<file path="src/dfiir_pkg.sv">
package dfiir_pkg;

  localparam int MAX_TAPS_DEFAULT = 512;

  localparam int MODE_W      = 2;
  localparam int INDEX_W     = 9;
  localparam int SAMPLE_W    = 16;
  localparam int COEF_W      = 16;
  localparam int ORDER_W     = 9;
  localparam int LINE_W      = 40;
  localparam int FRAC_BITS   = 14;
  localparam int PROD_W      = LINE_W + COEF_W;
  localparam int TERM_W      = PROD_W - FRAC_BITS;
  localparam int CFG_INDEX_W = 2;
  localparam int S_TDATA_W   = 32;
  localparam int M_TDATA_W   = 16;
  localparam int QUEUE_DEPTH = 4;

  localparam logic [MODE_W-1:0] MODE_FILTER   = 2'd0;
  localparam logic [MODE_W-1:0] MODE_LOAD_NUM = 2'd1;
  localparam logic [MODE_W-1:0] MODE_LOAD_DEN = 2'd2;

  localparam logic [CFG_INDEX_W-1:0] REG_NUM_ORDER = 2'd0;
  localparam logic [CFG_INDEX_W-1:0] REG_DEN_ORDER = 2'd1;

  typedef struct packed {
    logic [MODE_W-1:0]          kind;
    logic [INDEX_W-1:0]         idx;
    logic signed [SAMPLE_W-1:0] value;
  } item_t;

  typedef struct packed {
    logic [ORDER_W-1:0] num_order;
    logic [ORDER_W-1:0] den_order;
  } cfg_t;

  typedef struct packed {
    logic clearing;
  } eng_status_t;

endpackage

</file>
<file path="src/dfiir_front.sv">
module dfiir_front #(
  parameter int MAX_TAPS = dfiir_pkg::MAX_TAPS_DEFAULT
) (
  input  logic                             clk,
  input  logic                             rst,
  input  logic                             s_tvalid,
  output logic                             s_tready,
  input  logic [dfiir_pkg::S_TDATA_W-1:0]  s_tdata,
  input  logic [dfiir_pkg::MODE_W-1:0]     s_tuser,
  input  dfiir_pkg::eng_status_t           status,
  output logic                             q_valid,
  input  logic                             q_ready,
  output dfiir_pkg::item_t                 q_item
);

  import dfiir_pkg::*;

  localparam int PTR_W = $clog2(QUEUE_DEPTH);
  localparam int CNT_W = $clog2(QUEUE_DEPTH + 1);

  item_t             fifo [QUEUE_DEPTH];
  logic [PTR_W-1:0]  wr_ptr;
  logic [PTR_W-1:0]  rd_ptr;
  logic [CNT_W-1:0]  count;
  item_t             in_item;
  logic              keep;
  logic              push;
  logic              pop;

  always_comb begin
    in_item.kind  = s_tuser;
    in_item.idx   = s_tdata[INDEX_W-1:0];
    in_item.value = s_tdata[INDEX_W+SAMPLE_W-1:INDEX_W];
    case (s_tuser)
      MODE_FILTER:   keep = 1'b1;
      MODE_LOAD_NUM: keep = 32'(in_item.idx) < MAX_TAPS;
      MODE_LOAD_DEN: keep = 32'(in_item.idx) < MAX_TAPS;
      default:       keep = 1'b0;
    endcase
  end

  assign s_tready = (count != CNT_W'(QUEUE_DEPTH)) && !status.clearing;
  assign push     = s_tvalid && s_tready && keep;
  assign q_valid  = (count != '0);
  assign pop      = q_valid && q_ready;
  assign q_item   = fifo[rd_ptr];

  always_ff @(posedge clk) begin
    if (rst) begin
      wr_ptr <= '0;
      rd_ptr <= '0;
      count  <= '0;
    end else begin
      if (push) begin
        wr_ptr <= wr_ptr + PTR_W'(1);
      end
      if (pop) begin
        rd_ptr <= rd_ptr + PTR_W'(1);
      end
      if (push && !pop) begin
        count <= count + CNT_W'(1);
      end else if (pop && !push) begin
        count <= count - CNT_W'(1);
      end
    end
  end

  always_ff @(posedge clk) begin
    if (push) begin
      fifo[wr_ptr] <= in_item;
    end
  end

endmodule

</file>
<file path="config.mk">
export PLATFORM = sky130hd
export DESIGN_NAME = dfiir_front
export DESIGN_NICKNAME = d
export VERILOG_FILES = /design/src/dfiir_pkg.sv /design/src/dfiir_front.sv
export SDC_FILE = /design/constraint.sdc
export NUM_CORES = 1
export LEC_CHECK = 0
export BUFFER_PORTS_ARGS = -buffer_cell sky130_fd_sc_hd__buf_4
export CORE_MARGIN = 4
export CORE_UTILIZATION = 40
export DETAILED_ROUTE_END_ITERATION = 8
export GPL_ROUTABILITY_DRIVEN = 0
export REMOVE_ABC_BUFFERS = 1
export SLEW_MARGIN = 20
export SYNTH_ARGS = -nofsm -noshare
export SYNTH_HDL_FRONTEND = slang
export SYNTH_SLANG_ARGS = --single-unit
</file>
<file path="constraint.sdc">
create_clock -name clk -period 5.3 [get_ports clk]
set_input_delay 0.53 -clock clk [delete_from_list [all_inputs] [get_ports clk]]
set_output_delay 0.53 -clock clk [all_outputs]
set_load 0.02 [all_outputs]
</file>
==> results of run 1 <==
[how the worst max path moves through the flow]
stage,to,start,cells after the start
after floorplan,q_item[0],flip-flop,1
after global placement,count[2],s_tuser[1],9
after detailed placement,count[2],s_tuser[1],9
after CTS,q_item[11],flip-flop,2
after global routing,q_item[23],flip-flop,3
final,q_item[8],flip-flop,3
[kinds of logic after synthesis]
family	synth area share
flip-flops	0.778
multiplexers	0.146
AND/OR/NAND/NOR	0.0202
buffers and inverters	0.0145
AO/OA/AOI/OAI	0.0139
adder cells (fa/ha/maj)	0.0188
XOR/XNOR	0.00797
[metal layers]
layer	wire length, microns	share of wire	track usage
met5	0	0	0
met1	3430	0.44	0.162
met3	402	0.052	0.0535
met4	123	0.016	0.0609
met2	3750	0.49	0.204
[cell usage in the layout, fill, tap and decap left out, drive strengths merged]
cell type / instances
clkinv: 10
edfxtp: 108
a211oi: 1
xor2: 4
nand2b: 2
dfxtp: 9
inv: 3
a21oi: 2
mux2i: 2
and2: 4
bufinv: 3
or3: 2
clkbuf: 18
o311ai: 1
fa: 1
a21bo: 1
mux2: 1
o21ai: 1
o31ai: 1
buf: 61
mux4: 27
ha: 5
clkinvlp: 1
nor2: 8
[synthesized netlist by cell type]
cell,count,area share
a211oi_4,1,0.0046
a21bo_2,1,0.0023
a21oi_1,2,0.0023
and2_2,4,0.0068
buf_2,2,0.0023
buf_6,3,0.0077
clkbuf_1,1,0.00085
clkbuf_2,1,0.0011
dfxtp_1,9,0.041
edfxtp_1,108,0.74
fa_1,1,0.0046
ha_1,5,0.014
inv_1,3,0.0026
mux2_4,1,0.0034
mux2i_1,2,0.0046
mux4_2,27,0.14
nand2b_1,2,0.0028
nor2_1,7,0.0060
nor2_2,1,0.0014
o21ai_0,1,0.0011
o311ai_0,1,0.0020
o31ai_1,1,0.0017
or3_1,1,0.0014
or3_2,1,0.0017
xor2_1,4,0.0080
[critical path: stages (launching register included)]
cell and delay, ns:
dfxtp_1 0.68, buf_4 0.39, mux4_2 0.36, buf_4 0.17
[cell type report]
type	instances	area share
timing repair buffer	61	0.0826
inverter	3	0.00203
clock inverter	14	0.0255
tap	140	0.0316
sequential	117	0.618
clock buffer	18	0.0754
multi-input combinational	63	0.164
[flip-flops by register name, summed over array words and instances, names as in the netlist, named ones only]
| signal | flops |
|---|---|
| fifo | 108 |
| count | 3 |
| rd_ptr | 2 |
| wr_ptr | 2 |
[through the flow]
step	total power, uW	setup slack, ns
final	2590	2.65
after global routing	2710	2.51
after CTS	2630	2.33
after detailed placement	1560	2.66
after global placement	1550	2.69
after floorplan	1380	2.80
[power breakdown]
part | leakage (uW) | switching, uW | internal [uW]
clock network | 0.000275 | 365 | 701
registers | 0.00105 | 64.7 | 1050
logic | 0.000574 | 194 | 217
total | 0.00190 | 623 | 1970
==> results.json, run 1 <==
{
  "outcome": "complete, no violations",
  "clock_latency_ns": 0.50,
  "viasPerCell": 4.88,
  "netlist_area_sq_um": 4400,
  "tightest_slew_ns": 0.799,
  "clockRootBuffer": "clkbuf_8",
  "die_h_microns": 113,
  "max_freq_mhz": 378,
  "multi_input_area_sq_um": 911,
  "holdCritStartpoint": "s_tdata[16]",
  "cts_hold_buf": 0,
  "start_kind": "flip-flop",
  "setup_violations": 0,
  "cts-resized-gates": 0,
  "seq_area_sq_um": 3430,
  "die_area_sq_um": 12700,
  "drt-pass1-iter-count": 4,
  "cp.required_ns": 4.77,
  "postRouteAntennaNets": 0,
  "min_period_ns": 2.65,
  "post-dp-hpwl_mm": 4.41,
  "max_slew_margin": 0.467,
  "ys_seq_elements": 117,
  "htreeDepth": 4,
  "cts_sinks": 117,
  "fin_worst_skew_ns": 0.00497,
  "synth-seq-area-share": 0.778,
  "grtUsageTotal": 0.131,
  "post-route-period-util": 0.500,
  "hold_violations": 0,
  "synth_cells": 190,
  "antenna_found_initial": 0,
  "area_delta_synth_final_pct": 26.0,
  "critPathMaxFanout": 17,
  "rows": 38,
  "overflow": 0,
  "finalMaxSlewViolations": 0,
  "fin_util": 0.513,
  "pwr_density_cell_nw_per_um2": 468,
  "fillers": 859,
  "grt_pass1_wl_mm": 12.2,
  "place_area_sq_um": 4980,
  "grt_max_degree": 28,
  "worstSetupPathType": "flip-flop to output pin",
  "drc": 0,
  "die_w_microns": 113,
  "worstReg2RegStart": "count[0]",
  "cp.arrival_ns": 2.12,
  "ys_types": 25,
  "cts_tree": "yes",
  "final_area_sq_um": 5540,
  "setup_tns_ns": 0,
  "wl_per_cell_microns": 18.5,
  "hp-class": "primary input to flip-flop",
  "r2r-end": "count[2]",
  "clk_pin_slew_ns": 0.05,
  "rr_worst_depth": 8,
  "grt_pass1_vias": 2195,
  "clk_path_buf_depth": 2,
  "core_area_sq_um": 10800,
  "dp_cells": 384,
  "fin_cells": 416,
  "via_count": 2028,
  "numPortBuffers": 60,
  "wl_mm": 7.70,
  "ir_drop_mv": 0.296,
  "cts_setup_buffers": 0,
  "cts_buffers": 17,
  "drive_above_1_share": 0.449,
  "syn_avg_cell_area_sq_um": 23.1,
  "ys_warn_count": 0,
  "rsz0062_at_grt": "no",
  "diodes": 0,
  "maxCapViolCount": 0,
  "drt_iter0_drc": 121,
  "worst_setup_path_end_kind": "output pin",
  "r2r_setup_slack_ns": 2.98,
  "io-pin-count": 68,
  "leakagePower_uw": 0.00190,
  "hold_depth": 1,
  "initial_core_util": 0.407,
  "finalNetCount": 308,
  "hold_path_end": "fifo[1][7]",
  "timing.hold.ws_ns": 0.227
}
No activity file was read; power rests on OpenSTA's default activity.
==> run 2, diff against run 1 <==
==> constraint.sdc (replaced) <==
create_clock -name clk -period 2.6 [get_ports clk]
set_input_delay 0.26 -clock clk [delete_from_list [all_inputs] [get_ports clk]]
set_output_delay 0.26 -clock clk [all_outputs]
set_load 0.02 [all_outputs]
==> run 2 against run 1 <==
Net effect:
- wire length decreased by 1.6%
- first-iteration DRC count decreased by 38%
- total power increased by 110%
- register-to-register slack got worse by 2.5 ns
==> results.json, run 2 (synthesis gave the netlist of run 1 again) <==
{
  "drt_iter0_drc": 75,
  "post-dp-hpwl_mm": 4.84,
  "core_area_sq_um": 10800,
  "worst_setup_path_end_kind": "flip-flop",
  "reg.largest.list": "fifo (108), count (3)",
  "drc": 0,
  "tightest_slew_ns": 0.453,
  "clk_pin_slew_ns": 0.06,
  "clockRootBuffer": "clkbuf_8",
  "final_common_cell": "edfxtp_1",
  "grt_pass1_wl_mm": 12.5,
  "dp_cells": 392,
  "postRouteAntennaNets": 0,
  "htreeDepth": 4,
  "fin_util": 0.550,
  "grt_max_degree": 22,
  "post-route-period-util": 0.845,
  "cts_buffers": 17,
  "setup_ws_ns": 0.402,
  "cts_setup_buffers": 0,
  "antenna_found_initial": 0,
  "wl_mm": 7.58,
  "die_w_microns": 113,
  "clock_latency_ns": 0.50,
  "via_count": 2172,
  "setup_violations": 0,
  "grt.busiest_layer": "met2",
  "wl_per_cell_microns": 16.8,
  "cts_sinks": 117,
  "finalNetCount": 344,
  "max_freq_mhz": 455,
  "area_delta_synth_final_pct": 34.9,
  "outcome": "complete, no violations",
  "numPortBuffers": 60,
  "io-pin-count": 68,
  "maxCapViolCount": 0,
  "grtUsageTotal": 0.132,
  "critPathMaxFanout": 5,
  "drive_above_1_share": 0.420,
  "grt_pass1_vias": 2396,
  "drt-pass1-iter-count": 4,
  "viasPerCell": 4.81,
  "rsz0062_at_grt": "no",
  "fin_cells": 452,
  "regMostFlops": "fifo",
  "leakagePower_uw": 0.00207,
  "diodes": 0,
  "use_met1": 0.172,
  "cp.required_ns": 3.04,
  "largest_reg_flops": 108,
  "min_period_ns": 2.20,
  "die_area_sq_um": 12700,
  "hp-class": "primary input to flip-flop",
  "finalMaxSlewViolations": 0,
  "worstSetupPathType": "primary input to flip-flop",
  "start_kind": "primary input",
  "fin_worst_skew_ns": 0.0127,
  "cp.arrival_ns": 2.63,
  "rows": 38,
  "grtUsageMet2": 0.208,
  "cts_tree": "yes",
  "hold_violations": 0,
  "ir_drop_mv": 0.514,
  "die_h_microns": 113,
  "max_slew_margin": 0.694,
  "initial_core_util": 0.407,
  "pwr_density_cell_nw_per_um2": 902,
  "preCtsSetupSlack_ns": 0.417,
  "clk_path_buf_depth": 2,
  "cts-resized-gates": 0,
  "fillers": 833,
  "setup_tns_ns": 0,
  "grtUsageMet3": 0.0417,
  "cts_hold_buf": 28,
  "most-common-layout-cells": "edfxtp_1 (108), buf_4 (65), dlygate4sd3_1 (28), mux4_2 (27), clkbuf_16 (16)",
  "overflow": 0
}
[run 2: cell count changes in the layout (fill, tap and decap cells not counted), sizes merged]
cell	change
clkinv	-2
clkinvlp	+1
buf	+8
dlygate4sd3	+28
clkbuf	+1
[run 2: power by group]
| part | internal [uW] | total, uW | switching (uW) |
|---|---|---|---|
| Clock | 1430 | 2170 | 737 |
| Sequential | 2140 | 2190 | 51.1 |
| Combinational | 497 | 986 | 490 |
[run 2: path summary, 6_finish.rpt]
check | startpoint | end | slack (ns) | cells after the start
hold / removal | q_ready | rd_ptr[0] | 0.16 | 4
setup reg to reg | count[0] | count[2] | 0.48 | 8
hold reg to reg | rd_ptr[1] | flip-flop | 0.52 | 2
setup / recovery | s_tuser[1] | count[2] | 0.40 | 10
[run 2: routing by layer]
layer,vias up,wire length [microns],part of all wire
met5,-,0,0
met4,0,93,0.012
met3,8,387,0.051
met2,56,3740,0.49
met1,1102,3350,0.44
li1,1006,-,-
[run 2: layout make-up]
class	instances	area, sq um	area share
repair buffers	97	848	0.143
well taps	140	175	0.0295
multi-input cells	63	911	0.154
clock buffers	19	422	0.0711
inverters	3	11.3	0.00190
clock inverters	13	139	0.0234
flip-flops and latches	117	3420	0.577
[run 2: stage by stage]
step	total power, uW	hold slack, ns	cell area, sq um
4_1_cts	5430	0.144	5930
6_report	5350	0.163	5930
3_5_place_dp	3210	0.464	5090
3_3_place_gp	3200	0.462	5090
5_1_grt	5580	0.176	5930
2_1_floorplan	2820	0.329	4350
[run 2: critical path, stage by stage]
cell and delay (ns):
dlygate4sd3_1 0.54, buf_4 0.15, a21bo_2 0.22, a211oi_4 0.22, ha_1 0.21, inv_1 0.06
fa_1 0.37, xor2_1 0.16, or3_1 0.30, a21oi_1 0.14
==> run 3, diff against run 2 <==
==> constraint.sdc (replaced) <==
create_clock -name clk -period 2.14 [get_ports clk]
set_input_delay 0.214 -clock clk [delete_from_list [all_inputs] [get_ports clk]]
set_output_delay 0.214 -clock clk [all_outputs]
set_load 0.02 [all_outputs]
==> run 3 against run 2 <==
Net effect:
- worst setup slack got worse by 0.31 ns
- clock-buffer cell count is 8 higher
- clock skew is 0.0045 ns lower
- largest power group unchanged
- worst hold slack got worse by 0.0031 ns
==> results.json, run 3 (synthesis gave the netlist of run 1 again) <==
{
  "multi_input_area_sq_um": 916,
  "clock_latency_ns": 0.50,
  "setup_violations": 0,
  "core_area_sq_um": 10800,
  "ir_drop_mv": 0.616,
  "leakagePower_uw": 0.00207,
  "finalMaxSlewViolations": 0,
  "holdCritStartpoint": "status",
  "most-common-layout-cells": "edfxtp_1 (108), buf_4 (70), dlygate4sd3_1 (28), mux4_2 (27), clkbuf_16 (16)",
  "worstPathCellList": "nor2_2, a211oi_4, ha_1, inv_1, fa_1, xor2_1, or3_1, a21oi_1",
  "grt_max_degree": 28,
  "regMostFlops": "fifo",
  "antenna_found_initial": 0,
  "cp.required_ns": 2.57,
  "drt-pass1-iter-count": 4,
  "initial_core_util": 0.407,
  "maxCapViolCount": 0,
  "place_area_sq_um": 5090,
  "clk_path_buf_depth": 2,
  "cts_buffers": 17,
  "crit_path_top_delay_cell": "dfxtp_2",
  "seq_area_sq_um": 3430,
  "via_count": 2180,
  "grt_pass1_wl_mm": 12.4,
  "reg.largest.list": "fifo (108), count (3)",
  "die_h_microns": 113,
  "cpPeakStageDelay_ns": 0.39,
  "die_area_sq_um": 12700,
  "power_uw": 6520,
  "diodes": 0,
  "io-pin-count": 68,
  "finalNetCount": 347,
  "clk_pin_slew_ns": 0.05,
  "tightest_slew_ns": 0.414,
  "cp.arrival_ns": 2.48,
  "pwr_density_cell_nw_per_um2": 1100,
  "final_common_cell": "edfxtp_1",
  "drt_iter0_drc": 147,
  "die_w_microns": 113,
  "cts_sinks": 117,
  "start_kind": "flip-flop",
  "hp-class": "primary input to flip-flop",
  "max_freq_mhz": 488,
  "drive_above_1_share": 0.429,
  "wl_mm": 7.77,
  "cts_setup_buffers": 0,
  "min_period_ns": 2.05,
  "drc": 0,
  "postRouteAntennaNets": 0,
  "final_area_sq_um": 5930,
  "cp-startpoint": "count[1]",
  "wl_per_cell_microns": 17.1,
  "worstReg2RegStart": "count[1]",
  "clockRootBuffer": "clkbuf_8",
  "post-route-period-util": 0.957,
  "viasPerCell": 4.79,
  "max_slew_margin": 0.724,
  "worstSetupPathType": "flip-flop to flip-flop",
  "critPathMaxFanout": 6,
  "cts_tree": "yes",
  "fin_util": 0.550,
  "htreeDepth": 4,
  "outcome": "complete, no violations",
  "overflow": 0,
  "area_delta_synth_final_pct": 34.9,
  "largest_reg_flops": 108,
  "grtUsageTotal": 0.131,
  "fillers": 824,
  "hold_violations": 0,
  "post-dp-hpwl_mm": 4.63,
  "numPortBuffers": 60,
  "fin_worst_skew_ns": 0.00817,
  "grt_pass1_vias": 2390,
  "rsz0062_at_grt": "no",
  "worst_setup_path_end_kind": "flip-flop",
  "rows": 38
}
[run 3: cell count changes in the layout (fill, tap and decap cells not counted), moves of 2 or more]
| cell | change |
|---|---|
| buf_12 | -2 |
| clkinv_1 | -4 |
| clkbuf_8 | +3 |
| clkinv_2 | -2 |
| buf_4 | +5 |
| clkbuf_1 | +5 |
[run 3: final cells by class]
| cell class | count | share of cell area |
|---|---|---|
| flip-flops and latches | 117 | 0.578 |
| well taps | 140 | 0.0295 |
| clock inverters | 5 | 0.0129 |
| clock buffers | 27 | 0.0812 |
| multi-input cells | 63 | 0.154 |
| repair buffers | 100 | 0.143 |
| inverters | 3 | 0.00190 |
[run 3: final timing paths]
check	endpoint	slack, ns	cells past startpoint
min	wr_ptr[1]	0.16	4
max	count[2]	0.09	8
max reg2reg	count[2]	0.09	8
min reg2reg	wr_ptr[1]	0.52	2
[run 3: metal layers]
layer	wire length [microns]	global-route usage	share of wire	vias up
met5	0	0	0	-
met3	401	0.0444	0.052	12
li1	-	-	-	1008
met2	3760	0.203	0.48	60
met1	3510	0.171	0.45	1100
met4	103	0.0521	0.013	0
[run 3: what timing repair did]
action,4_1_cts,5_1_grt
hold buffers,28,0
gates resized for setup,0,2
hold endpoints to repair,115,0
endpoints found under the setup margin,0,1
[run 3: power breakdown]
part           switching [uW]  internal, uW  leakage (uW)
combinational             610           631      0.000755
sequential               58.5          2610       0.00105
clock                     878          1740      0.000268
total                    1550          4980       0.00207
[run 3: metrics by stage]
stage               instances  setup slack [ns]  hold WS (ns)  TNS [ns]
floorplan                 183           -0.0470         0.283     -1.27
global placement          395            0.0495         0.415         0
detailed placement        395          -0.00974         0.419  -0.00974
CTS                       455            0.0142         0.139         0
global route              455           0.00302         0.165         0
finish                    455            0.0919         0.160         0
[run 3: critical path, delay by kind of cell (launching register included)]
kind / cells / cell delay (ns)
AOI/OAI and AO/OA: 2 / 0.38
xor gates and xnor gates: 1 / 0.16
adders and majority gates: 2 / 0.60
buffers and inverters: 1 / 0.06
DFF: 1 / 0.39
and+or+nand+nor: 2 / 0.39
